## config.mk

```make
export PLATFORM = sky130hd
export DESIGN_NAME = bpa_controller
export DESIGN_NICKNAME = d
export VERILOG_FILES = /design/src/rtl/bpa_pkg.sv /design/src/rtl/bpa_controller.sv
export SDC_FILE = /design/constraint.sdc
export NUM_CORES = 1
export LEC_CHECK = 0
export ABC_CLOCK_PERIOD_IN_PS = 2550
export BUFFER_PORTS_ARGS = -buffer_cell sky130_fd_sc_hd__clkbuf_2
export CORE_AREA = 2 2 39 41
export CTS_CLUSTER_SIZE = 14
export DETAILED_ROUTE_END_ITERATION = 6
export DIE_AREA = 0 0 41 43
export MAX_ROUTING_LAYER = met4
export PLACE_DENSITY = 0.47
export SYNTH_ARGS = -nofsm -noshare
export SYNTH_HDL_FRONTEND = slang
export SYNTH_SLANG_ARGS = --single-unit
```

## constraint.sdc

```tcl
create_clock -name i_clk -period 2.55 [get_ports i_clk]
set_input_delay 0.3825 -clock i_clk [delete_from_list [all_inputs] [get_ports i_clk]]
set_output_delay 0.3825 -clock i_clk [all_outputs]
set_load 0.01 [all_outputs]
```

## src/rtl/bpa_pkg.sv

```systemverilog
`default_nettype none

package bpa_pkg;

    // Map geometry. The bitmap is held as rows of ROW_W bits in one memory.
    localparam int NUM_PAGES = 4096;
    localparam int ROW_W     = 64;
    localparam int BYTE_W    = 8;
    localparam int GRP_N     = ROW_W / BYTE_W;
    localparam int GRP_W     = $clog2(GRP_N);
    localparam int BIT_W     = $clog2(BYTE_W);
    localparam int OFF_W     = $clog2(ROW_W);
    localparam int NUM_ROWS  = (NUM_PAGES + ROW_W - 1) / ROW_W;
    localparam int RA_W      = (NUM_ROWS > 1) ? $clog2(NUM_ROWS) : 1;
    localparam int PA_W      = RA_W + OFF_W;
    localparam int CNT_W     = $clog2(NUM_PAGES + 1);

    // Field widths of the words on the ports.
    localparam int PG_W      = 12;
    localparam int CNT_OUT_W = 13;

    typedef enum logic [1:0] {
        OP_ALLOC = 2'd0,
        OP_FREE  = 2'd1,
        OP_TEST  = 2'd2,
        OP_NOP   = 2'd3
    } t_opcode;

    typedef enum logic [1:0] {
        ST_OK           = 2'd0,
        ST_FULL         = 2'd1,
        ST_ALREADY_FREE = 2'd2,
        ST_RANGE        = 2'd3
    } t_status;

    typedef struct packed {
        t_opcode           opcode;
        logic [PG_W-1:0]   page_index;
    } t_in_word;

    typedef struct packed {
        t_status              status;
        logic [PG_W-1:0]      granted_page;
        logic                 page_is_free;
        logic [CNT_OUT_W-1:0] used_count;
    } t_out_word;

    typedef enum logic [2:0] {
        S_IDLE,
        S_CHECK,
        S_APPLY,
        S_SCAN,
        S_FINISH
    } t_state;

    // Commands from the controller to the datapath.
    typedef struct packed {
        logic capture;
        logic early;
        logic rd_target;
        logic apply;
        logic scan_rd;
        logic scan_hit;
        logic load_out;
    } t_ctl_cmd;

    // Status from the datapath to the controller.
    typedef struct packed {
        logic early;
        logic need_scan;
        logic hit;
    } t_ctl_sts;

    // Bits of the last row that lie beyond the end of the map read as used.
    function automatic logic [ROW_W-1:0] last_row_mask();
        logic [ROW_W-1:0] m;
        m = '0;
        for (int b = 0; b < ROW_W; b++) begin
            if ((NUM_ROWS - 1) * ROW_W + b >= NUM_PAGES) begin
                m[b] = 1'b1;
            end
        end
        return m;
    endfunction

    localparam logic [ROW_W-1:0] LAST_MASK = last_row_mask();

    // Position of the lowest clear bit of a row, found byte group first.
    function automatic logic [OFF_W-1:0] first_zero(input logic [ROW_W-1:0] w);
        logic [GRP_N-1:0]  grp_free;
        logic [GRP_W-1:0]  g;
        logic [BYTE_W-1:0] sel_byte;
        logic [BIT_W-1:0]  b;
        g = '0;
        b = '0;
        for (int i = 0; i < GRP_N; i++) begin
            grp_free[i] = ~&w[i*BYTE_W +: BYTE_W];
        end
        for (int i = GRP_N - 1; i >= 0; i--) begin
            if (grp_free[i]) begin
                g = GRP_W'(i);
            end
        end
        sel_byte = w[g*BYTE_W +: BYTE_W];
        for (int i = BYTE_W - 1; i >= 0; i--) begin
            if (!sel_byte[i]) begin
                b = BIT_W'(i);
            end
        end
        return {g, b};
    endfunction

endpackage

`default_nettype wire

```

## src/rtl/bpa_controller.sv

```systemverilog
`default_nettype none

module bpa_controller (
    input  logic              i_clk,
    input  logic              i_rst_n,
    input  logic              i_in_valid,
    output logic              o_in_stall,
    output logic              o_out_valid,
    input  logic              i_out_stall,
    input  bpa_pkg::t_ctl_sts i_sts,
    output bpa_pkg::t_ctl_cmd o_cmd
);
    import bpa_pkg::*;

    t_state r_state;
    t_state n_state;
    logic   r_out_vld;
    logic   slot_free;

    // The output register can take a new word when empty or being drained.
    assign slot_free = !r_out_vld || !i_out_stall;

    // State register and output word valid flag.
    always_ff @(posedge i_clk) begin
        if (!i_rst_n) begin
            r_state   <= S_IDLE;
            r_out_vld <= 1'b0;
        end else begin
            r_state <= n_state;
            if (o_cmd.load_out) begin
                r_out_vld <= 1'b1;
            end else if (!i_out_stall) begin
                r_out_vld <= 1'b0;
            end
        end
    end

    // Next state.
    always_comb begin
        n_state = r_state;
        unique case (r_state)
            S_IDLE: begin
                if (i_in_valid) begin
                    n_state = S_CHECK;
                end
            end
            S_CHECK: begin
                n_state = i_sts.early ? S_FINISH : S_APPLY;
            end
            S_APPLY: begin
                n_state = i_sts.need_scan ? S_SCAN : S_FINISH;
            end
            S_SCAN: begin
                if (i_sts.hit) begin
                    n_state = S_FINISH;
                end
            end
            S_FINISH: begin
                if (slot_free) begin
                    n_state = S_IDLE;
                end
            end
            default: begin
                n_state = S_IDLE;
            end
        endcase
    end

    // Commands for the datapath.
    always_comb begin
        o_cmd      = '0;
        o_in_stall = (r_state != S_IDLE);
        unique case (r_state)
            S_IDLE: begin
                o_cmd.capture = i_in_valid;
            end
            S_CHECK: begin
                o_cmd.early     = i_sts.early;
                o_cmd.rd_target = !i_sts.early;
            end
            S_APPLY: begin
                o_cmd.apply = 1'b1;
            end
            S_SCAN: begin
                o_cmd.scan_rd  = 1'b1;
                o_cmd.scan_hit = i_sts.hit;
            end
            S_FINISH: begin
                o_cmd.load_out = slot_free;
            end
            default: begin
                o_cmd = '0;
            end
        endcase
    end

    assign o_out_valid = r_out_vld;

endmodule

`default_nettype wire

```

==> impl_results.md, run 1 <==
* Largest net degree at the start of global routing at 11
* Layout cell share with drive strength beyond 1 at 0.391
* CTS tree: done
* Setup bufs post-CTS at 0
* RR Endpoint: r_state[1]
* Total Wirelength at 545 µm
* Cts repair resizes at 0
* Initial antenna violation count at 0
* Critical path capture point type: primary output
* Multiplexer share of the synthesized area at 0
* Setup violators final at 0
* Crit. path cell count at 3
* Seq/Total Area, Yosys at 0.350
* Largest family of logic cells by synthesized area: simple AND/OR/NAND/NOR gates
* Flops & latches, synth at 4
* Worst-margin pin slew at 0.293 ns
* Most frequent cells after synthesis: 4 x a21oi_1, 4 x dfxtp_1, 4 x nand2_1
* DRT Pass-1 Iters at 1
* Setup TNS at 0 ns
* VDD IR max at 96.0 µV
* Max Root-Sink Buffers at 2
* Period utilization at 0.629
* Syn_nets at 36
* Hold WS at about 0.4 ns
* Core Footprint at 1380 µm²
* CP max-delay cell: or3_1
* GP Congestion at 0.589
* Final Non-Filler Cells at between 60 and 70
* Dpl cells at slightly below 60
* Status: finished, final reports clean
* Post-synthesis xor/xnor area fraction at 0
* Max-Cap Viols at 0
* Slew margin rel. at 0.804
* Worst setup SP type: flop
* Layout fillers at 163
* Die height at ~43 µm
* Sink Count at 4
* Total CTS buffers at 3
* Area grow syn2layout at 48.1%
* Die area at 1760 µm²
* Reg clk slew, reported paths at 0.04 ns
* Critical Path Fanout Max at 9
* Antenna-violating nets left at 0
* Max-slew violations at 0
* CP Data Required Time at 2.17 ns
* Clock root cell: clkbuf_4
* Post-route design area at 339 µm²
* Synth top area cells: dfxtp_1 35%, a21oi_1 8.7%, nand2_1 6.6%
* Post-synthesis adder-cell area fraction at 0
* RR Startpoint: r_state[0]
* Remaining DRCs at 0
* Tot Pwr at 0.183 mW
* Final WS setup at 0.947 ns
* R2R cell count at 2
* Initial core utilization at 0.165
* Via count at approximately 260
* Port bufs at 15
* Vias in the first global route at 215
* Ports at 16
* FP Rows at 14
* Avg Inst Size Synth at 7.90 µm²
* Area taken by multi-input logic gates at between 100 and 150 µm²
* First-pass GRT wire length at 828 µm
* Post-synth EDFFs at 0
* Ant diodes at 0
* Top delay family on crit path: simple AND/OR/NAND/NOR gates
* Power Density at roughly 540 nW/µm²
* Hold Crit Class: primary input to flop
* Leading area contributor after synthesis: dfxtp_1
* Critical path arrival at 1.22 ns
* Buf/Inv on CP at 1
* Mapped cell area at 229 µm²
* Global Route Usage Sum at 0.0750
* Synth Instances at 29
* Hold_buf cts at 0
* Netlist cell types at 18
* Vias/cell at 4.13
* Post-synth top flop: dfxtp_1
* Final hold vios at 0
* Die width at between 40 and 50 µm
* Placement Cell Area at 317 µm²
* Final Skew at 0.000329 ns
* Crit path launch: r_state[1]
* Ys async rst share at 0
* Post-Synth Simple-Gate Area at 0.410
* Flop2flop setup slack at 1.52 ns
* Final #Nets at 55
* Total area of sequential cells at 80.1 µm²
* Max Clk Rate at a little over 600 MHz
* Dpl ws at 1.19 ns
* CP max stage delay at 0.40 ns
* HPWL Detailed at 431 µm
* Critical path class: flop to primary output
* RSZ-0062 raised after global routing: no
* CP cell instances: or3_1, nor2_1, clkbuf_2
* YS warnings at 0
* Starting DRT DRC Count at 0
* Final Util at 0.245
* H-tree Lvls at 1
* Clock Latency Late Sink at ~0.23 ns
* Final min period at 1.60 ns
* GRT overflow at 0
* Wirelength per Cell at 8.79 µm
* Top-area cell type share of the netlist area at 0.350
* Worst Setup EP: o_cmd[6]
* Leak at 0.165 nW
* Compound-Gate Fraction of Synth Area at 0.191
[worst min-delay path by stage]
| stage | cells after the start | endpoint | startpoint |
|---|---|---|---|
| after floorplan | 2 | o_out_valid | o_out_valid |
| after global placement | 2 | o_out_valid | o_out_valid |
| after detailed placement | 2 | o_out_valid | o_out_valid |
| after CTS | 3 | o_out_valid | i_out_stall |
| after global routing | 3 | r_state[0] | i_in_valid |
| final | 3 | r_state[0] | i_in_valid |
[cells by family (layout without fill, tap and decap cells)]
kind of cell / after synthesis / in the layout
AO/OA/AOI/OAI: 7 / 7
flip-flops: 4 / 4
AND/OR/NAND/NOR: 16 / 16
buffers and inverters: 2 / 19
[final cells by class]
class                   count  area share
well taps                  16      0.0590
repair buffers             15       0.221
flip-flops and latches      4       0.236
clock buffers               3      0.0664
inverters                   1      0.0111
multi-input cells          23       0.406
[layer usage]
layer | vias to the layer above | GRT usage | routed length (µm)
met2 | 9 | 0.0938 | 265
met1 | 108 | 0.0897 | 241
met4 | 0 | 0.0800 | 12
li1 | 137 | - | -
met5 | - | - | 0
met3 | 2 | 0.0157 | 25
[cell usage in the layout (no fill, tap or decap), drive strengths merged]
cell,n
or3b,1
nor4b,1
o2bb2ai,1
o211ai,1
dfxtp,4
nand2b,1
and2,1
a21oi,4
inv,1
clkbuf,18
a21boi,1
nor4bb,1
or3,1
nor3b,1
nand2,4
nor2,3
nand3,1
and3b,1
[worst min-delay path, stage by stage]
cell and delay (ns):
clkbuf_2 0.09, nand2_1 0.05, a21oi_1 0.05
[where the power goes]
group / total, mW / internal [mW] / switching (mW) / leakage (nW)
Clock: 0.0770 / 0.0525 / 0.0244 / 0.0138
Sequential: 0.0727 / 0.0665 / 0.00614 / 0.0326
Combinational: 0.0330 / 0.0165 / 0.0165 / 0.118
Total: 0.183 / 0.136 / 0.0471 / 0.165
[registers in the layout, summed over array words and instances, names as in the netlist]
| signal | count |
|---|---|
| o_out_valid | 1 |
| r_state | 3 |
Power figures use the tool's default switching activity.
==> run 2: changes to the inputs <==
ABC_CLOCK_PERIOD_IN_PS = 1500   (was 2550)
clock period = 1.5 ns   (was 2.55 ns; I/O delays follow)
==> impl_results.md, run 2 (synthesis gave the netlist of run 1 again) <==
* Hold_buf cts at 0
* Area taken by multi-input logic gates at 138 µm²
* Core Footprint at between 1000 and 1500 µm²
* Initial antenna violation count at 0
* First-pass GRT wire length at 828 µm
* Critical path capture point type: primary output
* Sink Count at 4
* Reg clk slew, reported paths at around 0.04 ns
* Status: finished, final reports clean
* P_int at 0.231 mW
* Wirelength per Cell at 8.79 µm
* Max-Cap Viols at 0
* Power Density at between 900 and 1000 nW/µm²
* Switching pwr at 0.0799 mW
* Top reg by flops: r_state
* Post-route design area at 342 µm²
* Sw frac at 0.257
* Setup TNS at 0 ns
* Setup bufs post-CTS at 0
* Setup violators final at 0
* R2R cell count at 2
* Final Skew at approximately 0.00033 ns
* Clock group share of total power at 0.421
* CP Data Required Time at 1.27 ns
* Die height at around 43 µm
* Largest net degree at the start of global routing at 11
* Max Clk Rate at 709 MHz
* Area grow syn2layout at 49.2%
* Starting DRT DRC Count at 0
* Via count at 256
* Final min period at 1.41 ns
* Critical path arrival at 1.19 ns
* GP Congestion at about 0.6
* CTS tree: done
* Worst-margin pin slew at approximately 0.29 ns
* Max-slew violations at 0
* Commonest non-fill, non-tap cell in the layout: clkbuf_2
* Clock root cell: clkbuf_4
* Initial core utilization at 0.165
* Remaining DRCs at 0
* Port bufs at 15
* Critical path class: flop to primary output
* Final Util at 0.247
* Flop2flop setup slack at 0.47 ns
* Total CTS buffers at 3
* Die area at 1760 µm²
* Total Wirelength at around 550 µm
* CP max stage delay at ~0.46 ns
* CP cell instances: nor4bb_1, clkbuf_2
* Vias in the first global route at 215
* RSZ-0062 raised after global routing: no
* GRT overflow at 0
* Vias/cell at 4.13
* Clock Latency Late Sink at roughly 0.23 ns
* Global Route Usage Sum at 0.0750
* Ports at 16
* HPWL Detailed at 431 µm
* FP Rows at 14
* Layout fillers at 164
* Worst Hold Launch: i_in_valid
* Slew margin rel. at 0.804
* Final #Nets at 55
* Layout cell share with drive strength beyond 1 at 0.435
* Comb pwr share at 0.180
* Placement Cell Area at 317 µm²
* RR Startpoint: r_state[0]
* Hold depth at 3
* Commonest cells after routing, fill and taps aside: 14 x clkbuf_2, 4 x nand2_1, 4 x a21oi_1, 3 x nor2_1, 3 x clkbuf_4
* Max Root-Sink Buffers at 2
* Worst setup SP type: flop
* H-tree Lvls at 1
* DRT Pass-1 Iters at 1
* Ant diodes at 0
* Final hold vios at 0
* Max reg flops at 3
* Reg power frac at 0.399
* WHS Endpoint: r_state[0]
* Hold Crit Class: primary input to flop
* CP max-delay cell: dfxtp_1
* Die width at slightly above 40 µm
* RR Endpoint: r_state[1]
* Total area of sequential cells at between 80 and 90 µm²
* Antenna-violating nets left at 0
* Leak at 0.166 nW
* VDD IR max at about 150 µV
* Critical Path Fanout Max at 10
* Period utilization at 0.941
## run 2: cell count changes in the layout (fill, tap and decap cells not counted), sizes merged
cell | previous run | this run
clkbuf | 18 | 17
buf | 0 | 1
## run 2: timing repair
item                                   in CTS  in global routing
setup endpoints to repair                   0                  2
gates resized for setup                     0                  3
endpoints found under the hold margin       0                  0
## run 2: power by group through the flow
stage	Sequential, mW	Combinational, mW	Clock, mW
CTS	0.123	0.0574	0.137
finish	0.124	0.0560	0.131
detailed placement	0.125	0.0573	0
global route	0.126	0.0637	0.145
floorplan	0.120	0.0373	0
global placement	0.125	0.0571	0
## run 2: layout make-up
| class | instances | share of cell area |
|---|---|---|
| repair buffers | 15 | 0.220 |
| clock buffers | 3 | 0.0659 |
| flip-flops and latches | 4 | 0.242 |
| well taps | 16 | 0.0586 |
| inverters | 1 | 0.0110 |
| multi-input cells | 23 | 0.403 |
## run 2: worst max-delay path: cells and delay by family, from the launching register on
family,cells,cell delay (ns)
DFF,1,0.46
and+or+nand+nor,1,0.32
buffers and inverters,1,0.18
## run 2: how the worst max path moves through the flow
| stage | start | endpoint | slack, ns |
|---|---|---|---|
| floorplan | r_state[0] | o_cmd[6] | 0.30 |
| global placement | r_state[1] | o_cmd[6] | 0.31 |
| detailed placement | r_state[1] | o_cmd[6] | 0.29 |
| CTS | r_state[1] | o_cmd[6] | 0.04 |
| global route | r_state[0] | o_cmd[0] | 0.008 |
| finish | r_state[0] | o_cmd[5] | 0.09 |
## run 2: layer usage
metal  global-route usage  share of wire
met5                    -              0
met4               0.0800          0.022
met3               0.0157          0.048
met1               0.0897           0.44
met2               0.0938           0.49
## run 2: stage by stage
| stage | worst slack, ns | hold WS [ns] | total power, mW | cells |
|---|---|---|---|---|
| after detailed placement | 0.294 | 0.479 | 0.182 | 59 |
| after floorplan | 0.296 | 0.365 | 0.157 | 29 |
| after global routing | 0.00753 | 0.257 | 0.334 | 62 |
| after CTS | 0.0382 | 0.237 | 0.318 | 62 |
| final | 0.0892 | 0.241 | 0.311 | 62 |
| after global placement | 0.305 | 0.477 | 0.182 | 59 |
==> run 3: changes to the inputs <==
MAX_ROUTING_LAYER = unset   (was met4)
==> impl_results.md, run 3 (synthesis gave the netlist of run 1 again) <==
* Switching pwr at 0.0799 mW
* CP Data Required Time at 1.27 ns
* Hold Crit Class: primary input to flop
* Final hold vios at 0
* Layout cell share with drive strength beyond 1 at 0.435
* Final Skew at 0.000329 ns
* Wirelength per Cell at 8.79 µm
* Hold_buf cts at 0
* H-tree Lvls at 1
* Final min period at 1.41 ns
* Comb pwr share at 0.180
* Sink Count at 4
* R2R cell count at 2
* Critical Path Fanout Max at 10
* FP Rows at 14
* Status: finished, final reports clean
* Largest net degree at the start of global routing at 11
* Max Root-Sink Buffers at 2
* Final Non-Filler Cells at between 60 and 70
* Final #Nets at 55
* Sw frac at 0.257
* Ant diodes at 0
* P_int at approximately 0.23 mW
* Period utilization at 0.941
* Setup violators final at 0
* RR Endpoint: r_state[1]
* Die width at 41 µm
* Setup TNS at 0 ns
* Vias in the first global route at between 200 and 250
* Dpl cells at 59
* Max Clk Rate at between 700 and 800 MHz
* VDD IR max at between 100 and 150 µV
* Max-slew violations at 0
* Critical path class: flop to primary output
* Commonest cells after routing, fill and taps aside: 14 x clkbuf_2, 4 x nand2_1, 4 x a21oi_1, 3 x nor2_1, 3 x clkbuf_4
* DRT Pass-1 Iters at 1
* Flop2flop setup slack at 0.47 ns
* Remaining DRCs at 0
* Hold depth at 3
* Leak at 0.166 nW
* RSZ-0062 raised after global routing: no
* Reg clk slew, reported paths at around 0.040 ns
* Die area at 1760 µm²
* Reg power frac at 0.399
* Die height at ~43 µm
* Worst-margin pin slew at ~0.29 ns
* Ports at 16
* Commonest non-fill, non-tap cell in the layout: clkbuf_2
* Worst Hold Launch: i_in_valid
* Max-Cap Viols at 0
* Post-route design area at 342 µm²
* Port bufs at 15
* Area grow syn2layout at 49.2%
* Final Util at 0.247
* Max reg flops at 3
* Top reg by flops: r_state
* HPWL Detailed at 431 µm
* Initial antenna violation count at 0
* Power Density at 911 nW/µm²
* CTS tree: done
* Clock Latency Late Sink at 0.23 ns
* WHS Endpoint: r_state[0]
* Crit path launch: r_state[0]
* GP Congestion at 0.586
* Antenna-violating nets left at 0
* Total Wirelength at 545 µm
* Vias/cell at approximately 4.1
* Starting DRT DRC Count at 0
* Initial core utilization at 0.165
* Clock group share of total power at 0.421
* Total CTS buffers at 3
* Clock root cell: clkbuf_4
* Critical path capture point type: primary output
* Core Footprint at 1380 µm²
* GRT overflow at 0
* Placement Cell Area at roughly 320 µm²
* Slew margin rel. at 0.804
* First-pass GRT wire length at 828 µm
* Global Route Usage Sum at 0.0732
* RR Startpoint: r_state[0]
* Critical path arrival at 1.19 ns
* Via count at 256
* Worst setup SP type: flop
[run 3: how the worst max path moves through the flow]
| stage | endpoint | slack, ns | cells after the start |
|---|---|---|---|
| after floorplan | o_cmd[6] | 0.30 | 3 |
| after global placement | o_cmd[6] | 0.31 | 3 |
| after detailed placement | o_cmd[6] | 0.29 | 3 |
| after CTS | o_cmd[6] | 0.04 | 3 |
| after global routing | o_cmd[0] | 0.008 | 4 |
| final | o_cmd[5] | 0.09 | 2 |
[run 3: worst max-delay path, cell delays in order, from the launching register on]
cell	delay, ns
dfxtp_1	0.46
nor4bb_1	0.32
clkbuf_2	0.18
[run 3: routing by layer]
| layer | vias to the layer above | wire (µm) | track usage |
|---|---|---|---|
| li1 | 137 | - | - |
| met3 | 2 | 39 | 0.0262 |
| met1 | 108 | 228 | 0.0833 |
| met2 | 9 | 265 | 0.0938 |
| met4 | 0 | 12 | 0.0800 |
| met5 | - | 0 | 0 |
[run 3: area by class of cell]
cell class	count	area, µm²
clock buffer	3	22.5
timing repair buffer	15	75.1
tap	16	20.0
sequential	4	82.6
multi-input combinational	23	138
fill	164	1040
inverter	1	3.75
[run 3: repair_timing]
item                       in CTS  in global routing
setup endpoints to repair       0                  2
setup buffers                   0                  0
gates resized for setup         0                  3
[run 3: power groups by stage]
stage | clock (mW) | combinational (mW) | sequential [mW]
after floorplan | 0 | 0.0373 | 0.120
after global placement | 0 | 0.0571 | 0.125
after detailed placement | 0 | 0.0573 | 0.125
after CTS | 0.137 | 0.0574 | 0.123
after global routing | 0.145 | 0.0637 | 0.126
final | 0.131 | 0.0560 | 0.124
[run 3: per-stage QoR]
step | total power [mW] | hold WS (ns) | worst slack [ns]
floorplan | 0.157 | 0.365 | 0.296
global placement | 0.182 | 0.477 | 0.305
detailed placement | 0.182 | 0.479 | 0.294
CTS | 0.318 | 0.237 | 0.0382
global route | 0.334 | 0.257 | 0.00753
finish | 0.311 | 0.241 | 0.0892
